===== src/nmea_rmc_field_extractor_macros.svh =====
// assertion helpers, clocked on clk with arst_n disable
`ifndef NMEA_RMC_FIELD_EXTRACTOR_MACROS_SVH
`define NMEA_RMC_FIELD_EXTRACTOR_MACROS_SVH

// same-cycle implication
`define NRMC_ASSERT_NOW(label, ante, cons, msg) \
	label: assert property (@(posedge clk) disable iff (!arst_n) (ante) |-> (cons)) \
		else $error(msg);

// next-cycle implication
`define NRMC_ASSERT_NEXT(label, ante, cons, msg) \
	label: assert property (@(posedge clk) disable iff (!arst_n) (ante) |=> (cons)) \
		else $error(msg);

`endif


===== src/nrmc_pkg.sv =====
`default_nettype none
package nrmc_pkg;

	localparam logic [2:0] TYPE_UNKNOWN = 3'd0;
	localparam logic [2:0] TYPE_RMC     = 3'd2;

	localparam logic [4:0] FLD_TIME     = 5'd1;
	localparam logic [4:0] FLD_STATUS   = 5'd2;
	localparam logic [4:0] FLD_LAT      = 5'd3;
	localparam logic [4:0] FLD_LAT_DIR  = 5'd4;
	localparam logic [4:0] FLD_LON      = 5'd5;
	localparam logic [4:0] FLD_LON_DIR  = 5'd6;
	localparam logic [4:0] FLD_DATE     = 5'd9;
	localparam logic [4:0] SAT_MAX      = 5'd31;

	localparam logic [7:0] CHAR_NUL   = 8'h00;
	localparam logic [7:0] CHAR_LF    = 8'h0A;
	localparam logic [7:0] CHAR_COMMA = 8'h2C;

	localparam logic [2:0] HDR_LEN = 3'd6;
	localparam int         NUM_TAGS = 7;

	localparam logic [47:0] TAGS [NUM_TAGS] = '{
		"$GPTXT", "$GPRMC", "$GPVTG", "$GPGGA", "$GPGSA", "$GPGSV", "$GPGLL"
	};

	typedef struct packed {
		logic [2:0]  sentence_type;
		logic [4:0]  field_number;
		logic [63:0] field_text;
		logic [4:0]  text_length;
		logic        field_valid;
		logic        end_of_sentence;
	} result_t;

	function automatic logic [2:0] classify(input logic [47:0] hdr);
		logic [2:0] r;
		r = TYPE_UNKNOWN;
		for (int t = 0; t < NUM_TAGS; t++) begin
			if (hdr == TAGS[t]) begin
				r = 3'(t + 1);
			end
		end
		return r;
	endfunction

	function automatic logic field_kept(input logic [2:0] ltype, input logic [4:0] idx);
		logic k;
		unique case (idx) inside
			FLD_TIME, FLD_STATUS, FLD_LAT, FLD_LAT_DIR,
			FLD_LON, FLD_LON_DIR, FLD_DATE: k = 1'b1;
			default: k = 1'b0;
		endcase
		return k && (ltype == TYPE_RMC);
	endfunction

endpackage
`default_nettype wire


===== src/nrmc_byte_if.sv =====
`default_nettype none
interface nrmc_byte_if;
	logic       valid;
	logic       ready;
	logic [7:0] data_byte;

	modport source (output valid, output data_byte, input ready);
	modport sink (input valid, input data_byte, output ready);
endinterface
`default_nettype wire


===== src/nrmc_result_if.sv =====
`default_nettype none
interface nrmc_result_if;
	logic        valid;
	logic        ready;
	logic [2:0]  sentence_type;
	logic [4:0]  field_number;
	logic [63:0] field_text;
	logic [4:0]  text_length;
	logic        field_valid;
	logic        end_of_sentence;

	modport source (output valid, output sentence_type, output field_number,
		output field_text, output text_length, output field_valid,
		output end_of_sentence, input ready);
	modport sink (input valid, input sentence_type, input field_number,
		input field_text, input text_length, input field_valid,
		input end_of_sentence, output ready);
endinterface
`default_nettype wire


===== src/nmea_rmc_field_extractor.sv =====
// channel  dir  payload
// chars    in   data_byte[7:0]
// fields   out  sentence_type, field_number, field_text[63:0], text_length,
//                field_valid, end_of_sentence
//
// One byte per cycle sustained while no result is stalled; each byte passes the input
// register, then line tracker logic into the result register.
// A byte that yields no result is retired without touching the output side.
// arst_n clears line state and both valid flags; the block starts at a fresh line.
// A stalled result holds the tracker; chars.ready follows fields.ready combinationally.
`default_nettype none
module nmea_rmc_field_extractor #(
	parameter int FIELD_CHARS = 8
) (
	input  wire           clk,
	input  wire           arst_n,
	nrmc_byte_if.sink     chars,
	nrmc_result_if.source fields
);

	logic              valid_s1;
	logic [7:0]        byte_s1;
	logic              produce;
	logic              free;
	logic              advance;
	nrmc_pkg::result_t result;

	assign advance = valid_s1 && (!produce || free);

	nrmc_in_stage u_in (
		.clk      (clk),
		.arst_n   (arst_n),
		.chars    (chars),
		.advance  (advance),
		.valid_s1 (valid_s1),
		.byte_s1  (byte_s1)
	);

	nrmc_line_tracker #(
		.FIELD_CHARS (FIELD_CHARS)
	) u_track (
		.clk     (clk),
		.arst_n  (arst_n),
		.consume (advance),
		.byte_s1 (byte_s1),
		.produce (produce),
		.result  (result)
	);

	nrmc_out_stage u_out (
		.clk    (clk),
		.arst_n (arst_n),
		.load   (valid_s1 && produce),
		.result (result),
		.free   (free),
		.fields (fields)
	);

`include "nmea_rmc_field_extractor_macros.svh"

	`NRMC_ASSERT_NOW(a_kept_is_rmc, fields.valid && fields.field_valid,
		fields.sentence_type == nrmc_pkg::TYPE_RMC, "kept field on non-RMC line")

	`NRMC_ASSERT_NOW(a_unkept_zero, fields.valid && !fields.field_valid,
		fields.field_text == 64'd0 && fields.text_length == 5'd0,
		"unkept result carries text")

	`NRMC_ASSERT_NOW(a_kept_index, fields.valid && fields.field_valid,
		fields.field_number == nrmc_pkg::FLD_TIME ||
		fields.field_number == nrmc_pkg::FLD_STATUS ||
		fields.field_number == nrmc_pkg::FLD_LAT ||
		fields.field_number == nrmc_pkg::FLD_LAT_DIR ||
		fields.field_number == nrmc_pkg::FLD_LON ||
		fields.field_number == nrmc_pkg::FLD_LON_DIR ||
		fields.field_number == nrmc_pkg::FLD_DATE, "kept field index not in set")

	`NRMC_ASSERT_NEXT(a_stall_holds_track, valid_s1 && produce && !free,
		valid_s1 && $stable(byte_s1), "pending byte lost under output stall")

endmodule
`default_nettype wire


===== src/nrmc_in_stage.sv =====
`default_nettype none
module nrmc_in_stage (
	input  wire        clk,
	input  wire        arst_n,
	nrmc_byte_if.sink  chars,
	input  wire        advance,
	output logic       valid_s1,
	output logic [7:0] byte_s1
);

	assign chars.ready = !valid_s1 || advance;

	always_ff @(posedge clk or negedge arst_n) begin
		if (!arst_n) begin
			valid_s1 <= 1'b0;
		end else if (chars.ready) begin
			valid_s1 <= chars.valid;
		end
	end

	always_ff @(posedge clk) begin
		if (chars.ready && chars.valid) begin
			byte_s1 <= chars.data_byte;
		end
	end

endmodule
`default_nettype wire


===== src/nrmc_line_tracker.sv =====
`default_nettype none
module nrmc_line_tracker #(
	parameter int FIELD_CHARS = 8
) (
	input  wire               clk,
	input  wire               arst_n,
	input  wire               consume,
	input  wire  [7:0]        byte_s1,
	output logic              produce,
	output nrmc_pkg::result_t result
);

	logic [47:0] header_q;
	logic [2:0]  hdr_cnt_q;
	logic [2:0]  line_type_q;
	logic [4:0]  field_idx_q;
	logic [63:0] text_q;
	logic [4:0]  char_cnt_q;

	logic [47:0] header_d;
	logic [2:0]  hdr_cnt_d;
	logic [2:0]  line_type_d;
	logic [4:0]  field_idx_d;
	logic [63:0] text_d;
	logic [4:0]  char_cnt_d;

	logic        is_eol;
	logic        is_comma;
	logic        kept;
	logic [5:0]  shamt;

	assign is_eol   = (byte_s1 == nrmc_pkg::CHAR_LF) || (byte_s1 == nrmc_pkg::CHAR_NUL);
	assign is_comma = (byte_s1 == nrmc_pkg::CHAR_COMMA);
	assign shamt    = {3'd7 - char_cnt_q[2:0], 3'b000};

	always_comb begin
		header_d    = header_q;
		hdr_cnt_d   = hdr_cnt_q;
		line_type_d = line_type_q;
		field_idx_d = field_idx_q;
		text_d      = text_q;
		char_cnt_d  = char_cnt_q;
		kept        = 1'b0;
		produce     = 1'b0;

		if (is_eol) begin
			kept        = nrmc_pkg::field_kept(line_type_q, field_idx_q);
			produce     = 1'b1;
			header_d    = '0;
			hdr_cnt_d   = '0;
			line_type_d = nrmc_pkg::TYPE_UNKNOWN;
			field_idx_d = '0;
			text_d      = '0;
			char_cnt_d  = '0;
		end else begin
			if (hdr_cnt_q < nrmc_pkg::HDR_LEN) begin
				header_d  = {header_q[39:0], byte_s1};
				hdr_cnt_d = hdr_cnt_q + 3'd1;
				if (hdr_cnt_d == nrmc_pkg::HDR_LEN) begin
					line_type_d = nrmc_pkg::classify(header_d);
				end
			end
			if (is_comma) begin
				kept    = nrmc_pkg::field_kept(line_type_d, field_idx_q);
				produce = kept;
				if (field_idx_q != nrmc_pkg::SAT_MAX) begin
					field_idx_d = field_idx_q + 5'd1;
				end
				text_d     = '0;
				char_cnt_d = '0;
			end else begin
				if (32'(char_cnt_q) < FIELD_CHARS) begin
					text_d = text_q | ({56'd0, byte_s1} << shamt);
				end
				if (char_cnt_q != nrmc_pkg::SAT_MAX) begin
					char_cnt_d = char_cnt_q + 5'd1;
				end
			end
		end

		result.sentence_type   = is_eol ? line_type_q : line_type_d;
		result.field_number    = field_idx_q;
		result.field_text      = kept ? text_q : 64'd0;
		result.text_length     = kept ? char_cnt_q : 5'd0;
		result.field_valid     = kept;
		result.end_of_sentence = is_eol;
	end

	always_ff @(posedge clk or negedge arst_n) begin
		if (!arst_n) begin
			header_q    <= '0;
			hdr_cnt_q   <= '0;
			line_type_q <= nrmc_pkg::TYPE_UNKNOWN;
			field_idx_q <= '0;
			text_q      <= '0;
			char_cnt_q  <= '0;
		end else if (consume) begin
			header_q    <= header_d;
			hdr_cnt_q   <= hdr_cnt_d;
			line_type_q <= line_type_d;
			field_idx_q <= field_idx_d;
			text_q      <= text_d;
			char_cnt_q  <= char_cnt_d;
		end
	end

endmodule
`default_nettype wire


===== src/nrmc_out_stage.sv =====
`default_nettype none
module nrmc_out_stage (
	input  wire               clk,
	input  wire               arst_n,
	input  wire               load,
	input  nrmc_pkg::result_t result,
	output logic              free,
	nrmc_result_if.source     fields
);

	logic              valid_q;
	nrmc_pkg::result_t data_q;

	assign free = !valid_q || fields.ready;

	always_ff @(posedge clk or negedge arst_n) begin
		if (!arst_n) begin
			valid_q <= 1'b0;
		end else if (free) begin
			valid_q <= load;
		end
	end

	always_ff @(posedge clk) begin
		if (free && load) begin
			data_q <= result;
		end
	end

	assign fields.valid           = valid_q;
	assign fields.sentence_type   = data_q.sentence_type;
	assign fields.field_number    = data_q.field_number;
	assign fields.field_text      = data_q.field_text;
	assign fields.text_length     = data_q.text_length;
	assign fields.field_valid     = data_q.field_valid;
	assign fields.end_of_sentence = data_q.end_of_sentence;

endmodule
`default_nettype wire


===== src/flat_wrapper.sv =====
// flat-port wrapper written by rule: the top's interface ports become plain ports
module nmea_rmc_field_extractor_flat 
#(
	parameter int FIELD_CHARS = 8
)
  (clk, arst_n, chars_valid, chars_data_byte, chars_ready, fields_valid, fields_sentence_type, fields_field_number, fields_field_text, fields_text_length, fields_field_valid, fields_end_of_sentence, fields_ready);
  nrmc_byte_if chars_i ();
  nrmc_result_if fields_i ();
  input  wire clk;
  input  wire arst_n;
  input wire logic [$bits(chars_i.valid)-1:0] chars_valid;
  input wire logic [$bits(chars_i.data_byte)-1:0] chars_data_byte;
  output wire logic [$bits(chars_i.ready)-1:0] chars_ready;
  output wire logic [$bits(fields_i.valid)-1:0] fields_valid;
  output wire logic [$bits(fields_i.sentence_type)-1:0] fields_sentence_type;
  output wire logic [$bits(fields_i.field_number)-1:0] fields_field_number;
  output wire logic [$bits(fields_i.field_text)-1:0] fields_field_text;
  output wire logic [$bits(fields_i.text_length)-1:0] fields_text_length;
  output wire logic [$bits(fields_i.field_valid)-1:0] fields_field_valid;
  output wire logic [$bits(fields_i.end_of_sentence)-1:0] fields_end_of_sentence;
  input wire logic [$bits(fields_i.ready)-1:0] fields_ready;
  assign chars_i.valid = chars_valid;
  assign chars_i.data_byte = chars_data_byte;
  assign chars_ready = chars_i.ready;
  assign fields_valid = fields_i.valid;
  assign fields_sentence_type = fields_i.sentence_type;
  assign fields_field_number = fields_i.field_number;
  assign fields_field_text = fields_i.field_text;
  assign fields_text_length = fields_i.text_length;
  assign fields_field_valid = fields_i.field_valid;
  assign fields_end_of_sentence = fields_i.end_of_sentence;
  assign fields_i.ready = fields_ready;
  nmea_rmc_field_extractor #(.FIELD_CHARS(FIELD_CHARS)) u_core (.clk(clk), .arst_n(arst_n), .chars(chars_i), .fields(fields_i));
endmodule

===== config.mk =====
export PLATFORM = sky130hd
export DESIGN_NAME = nmea_rmc_field_extractor_flat
export DESIGN_NICKNAME = d
export VERILOG_FILES = /design/src/nrmc_pkg.sv /design/src/nrmc_byte_if.sv /design/src/nrmc_result_if.sv /design/src/nmea_rmc_field_extractor.sv /design/src/nrmc_in_stage.sv /design/src/nrmc_line_tracker.sv /design/src/nrmc_out_stage.sv /design/src/flat_wrapper.sv
export VERILOG_INCLUDE_DIRS = /design/src /design/src/src
export SDC_FILE = /design/constraint.sdc
export NUM_CORES = 1
export LEC_CHECK = 0
export ABC_AREA = 1
export BUFFER_PORTS_ARGS = -buffer_cell sky130_fd_sc_hd__buf_2
export CORE_UTILIZATION = 30
export CTS_CLUSTER_DIAMETER = 40
export DETAILED_ROUTE_END_ITERATION = 10
export GPL_TIMING_DRIVEN = 0
export HOLD_SLACK_MARGIN = 0.06
export PLACE_DENSITY = 0.56
export SYNTH_ARGS = -nofsm -noshare
export SYNTH_HDL_FRONTEND = slang
export SYNTH_SLANG_ARGS = --single-unit

===== constraint.sdc =====
create_clock -name clk -period 5.9 [get_ports clk]
set_input_delay 1.18 -clock clk [delete_from_list [all_inputs] [get_ports clk]]
set_output_delay 1.18 -clock clk [all_outputs]
set_load 0.03 [all_outputs]

==> flow_summary.json <==
{
  "status": "finished clean",
  "num_rows": 68,
  "num_io_pins": 93,
  "finalCritPeriodShare_pct": 70.9,
  "cts-resized-gates": 0,
  "pwr-share-comb_pct": 27.6,
  "hpwlAfterDp_mm": 20.7,
  "initial_utilization_pct": 30.6,
  "hold_violations": 0,
  "drtAntennaViolNets": 0,
  "synthTopCellsByArea": "dfrtp_1 29%, edfxtp_1 25%, nand2_1 11%",
  "netlist_area_mm2": 0.0106,
  "first_pass_iters": 5,
  "die_w_um": 190,
  "routed_wl_mm": 29.6,
  "fin_util_pct": 37.1,
  "synth_cell_types": 33,
  "grt_max_degree": 80,
  "clkLatencyLatePin_ns": 0.52,
  "cts_hold_buffers": 0,
  "grtUsageMet2_pct": 26.1,
  "syn_inst": 1235,
  "maxCapViolCount": 0,
  "maxSlewHeadroom_pct": 40.8,
  "critPathCaptureType": "output pin",
  "yosysWarnings": 0,
  "nNetsFinal": 1389,
  "global_route.usage.met3_pct": 2.62,
  "cts_buffer_depth": 3,
  "synth_xor_area_share_pct": 0.249,
  "globalRoute.totalOverflow": 0,
  "worstRegToRegCells": 8,
  "yosysTopAreaCell": "dfrtp_1",
  "fin_skew_ns": 0.0306,
  "intPower_mw": 3.60,
  "synth_compound_area_share_pct": 5.16,
  "clock.fmax_ghz": 0.239,
  "grt_usage_pct": 16.5,
  "switchingPower_mw": 2.00,
  "worstMarginPinSlew_ns": 0.888,
  "cts.clk_slew.worst_paths_ns": 0.05,
  "synth.ff_latch_count": 209,
  "numCtsBuffers": 36,
  "clockRootBuffer": "clkbuf_16",
  "pre_cts_ws_ns": 2.28,
  "cts_setup_buffers": 0,
  "fin_cells": 1849,
  "place_area_mm2": 0.0117,
  "rsz0062_at_grt": "no",
  "grt_pass1_vias": 8602,
  "synth.avg_cell_area_um2": 8.55,
  "cts.htree.levels": 2,
  "n_antenna_cell": 0,
  "finalPower_mw": 5.61,
  "peakVddDrop_uv": 209,
  "syn_to_final_growth_pct": 21.6,
  "synth_adder_area_share_pct": 1.07,
  "seqPwrFrac_pct": 36.8,
  "met1_usage_pct": 22.8,
  "coreArea_mm2": 0.0345,
  "hold_path.class": "register to register",
  "start_kind": "register",
  "fillCellCount": 3629,
  "numPortBuffers": 92,
  "synth_top_area_share_pct": 28.9,
  "tns_ns": 0,
  "hold_ws_ns": 0.465,
  "cellPowerDensity_mw_per_mm2": 437,
  "dp.cells": 1785,
  "critPathMaxFanout": 10,
  "synth.area.mux_share_pct": 0,
  "wire_per_inst_um": 16.0,
  "busiest_layer": "met2",
  "post-route-min-period_ns": 4.19,
  "synthesis.nets": 1256,
  "critPathKind": "register to output pin",
  "drc_errors": 0,
  "viasPerCell": 4.87,
  "die-area_mm2": 0.0359,
  "synth_top_family_by_area": "simple AND/OR/NAND/NOR gates",
  "fin_area_mm2": 0.0128,
  "antenna_found_initial": 0,
  "grt_pass1_wl_mm": 47.0,
  "setup_viol": 0,
  "yosys.area_share.simple_pct": 30.7,
  "drtIter0Drc": 845,
  "p_sw_share_pct": 35.7,
  "yosysSeqAreaShare_pct": 53.7,
  "place_congestion": 0.889,
  "num_vias": 9008,
  "p_leak_nw": 5.65,
  "hold_depth": 2,
  "required_ns": 4.72,
  "layout-drive-gt1-share_pct": 16.1,
  "worst_ep_arrival_time_ns": 3.01,
  "maxSlewViolCount": 0,
  "clkSinkCount": 209,
  "setup_ws_ns": 1.71,
  "clockPowerShare_pct": 35.7,
  "cts_tree": "done",
  "die_h_um": 190
}
## worst max-delay path: stages (launching register included)
cell and delay [ns]:
edfxtp_1 0.34, clkbuf_1 0.67, nand4_1 0.53, nor2_1 0.27, nand3_2 0.10, nand2_2 0.11, nand4_1 0.21, buf_2 0.27
## synthesized netlist by cell type, drive strengths merged
cell type / n
o211ai: 1
a211o: 1
nor4: 1
o21ai: 11
nor2: 170
o31ai: 1
a31oi: 24
a211oi: 40
clkbuf: 51
nand4: 153
nor3b: 1
nand2: 308
ha: 9
nand3: 35
dfrtp: 122
edfxtp: 87
nor3: 32
nand3b: 1
buf: 46
a21oi: 2
inv: 133
xor2: 3
clkinv: 3
## layout by cell type (no fill, tap or decap), drive strengths merged, types with 3 or more instances in the layout
master    count
clkinvlp      5
ha            9
o21ai        11
buf         141
nand3        35
a211oi       40
inv         141
nand4       153
nor3         32
clkinv       13
xor2          3
nand2       308
nor2        170
edfxtp       87
dfrtp       122
a31oi        24
clkbuf       90
## cell type report
type,instances,area [µm²],share of cell area [%]
buffer,97,458,3.57
timing repair buffer,95,534,4.16
multi-input combinational,793,3930,30.6
clock buffer,39,912,7.11
tap,455,569,4.44
inverter,136,510,3.98
sequential,209,5670,44.2
clock inverter,25,251,1.96
## worst paths after layout
kind	startpoint	to	slack [ns]
min reg2reg	u_core.u_track.header_q[29]	u_core.u_track.header_q[29]	0.47
max in group asynchronous	arst_n	u_core.u_track.text_q[14]	4.54
max	u_core.u_in.byte_s1[5]	chars_ready	1.71
max reg2reg	u_core.u_in.byte_s1[5]	u_core.u_out.fields.text_length[0]	2.51
min in group asynchronous	arst_n	u_core.u_out.fields.valid	0.61
min	u_core.u_track.header_q[29]	u_core.u_track.header_q[29]	0.47
## sequential cells by signal, summed over array words and instances (netlist names)
| name | cells |
|---|---|
| u_core.u_out.fields.valid | 1 |
| u_core.u_out.fields.end_of_sentence | 1 |
| u_core.u_in.byte_s1 | 8 |
| u_core.u_track.text_q | 64 |
| u_core.u_track.char_cnt_q | 5 |
| u_core.u_out.fields.sentence_type | 3 |
| u_core.u_out.fields.field_number | 5 |
| u_core.u_track.line_type_q | 3 |
| u_core.u_track.hdr_cnt_q | 3 |
| u_core.u_in.valid_s1 | 1 |
| u_core.u_out.fields.field_text | 64 |
| u_core.u_track.header_q | 40 |
| u_core.u_out.fields.text_length | 5 |
| u_core.u_track.field_idx_q | 5 |
| u_core.u_out.fields.field_valid | 1 |
## power groups by stage
stage,Combinational [mW],Clock [mW],Sequential [mW]
2_1_floorplan,1.18,0,2.02
3_3_place_gp,1.51,0,2.07
3_5_place_dp,1.53,0,2.08
4_1_cts,1.54,2.04,2.06
5_1_grt,1.75,2.11,2.11
6_report,1.55,2.00,2.06
## cells by family (layout without fill, tap and decap cells)
logic type,count (synthesis),after routing
flops,209,209
simple gates,701,701
fa+ha+maj,9,9
compound gates,80,80
xor+xnor,3,3
buf+inv,233,392
## metal layers
metal | vias to the layer above | share of wire, %
met5 | - | 0
met4 | 0 | 2.9
met3 | 70 | 5.1
met2 | 283 | 46
met1 | 4219 | 46
li1 | 4436 | -
(Power assumes the default switching activity.)
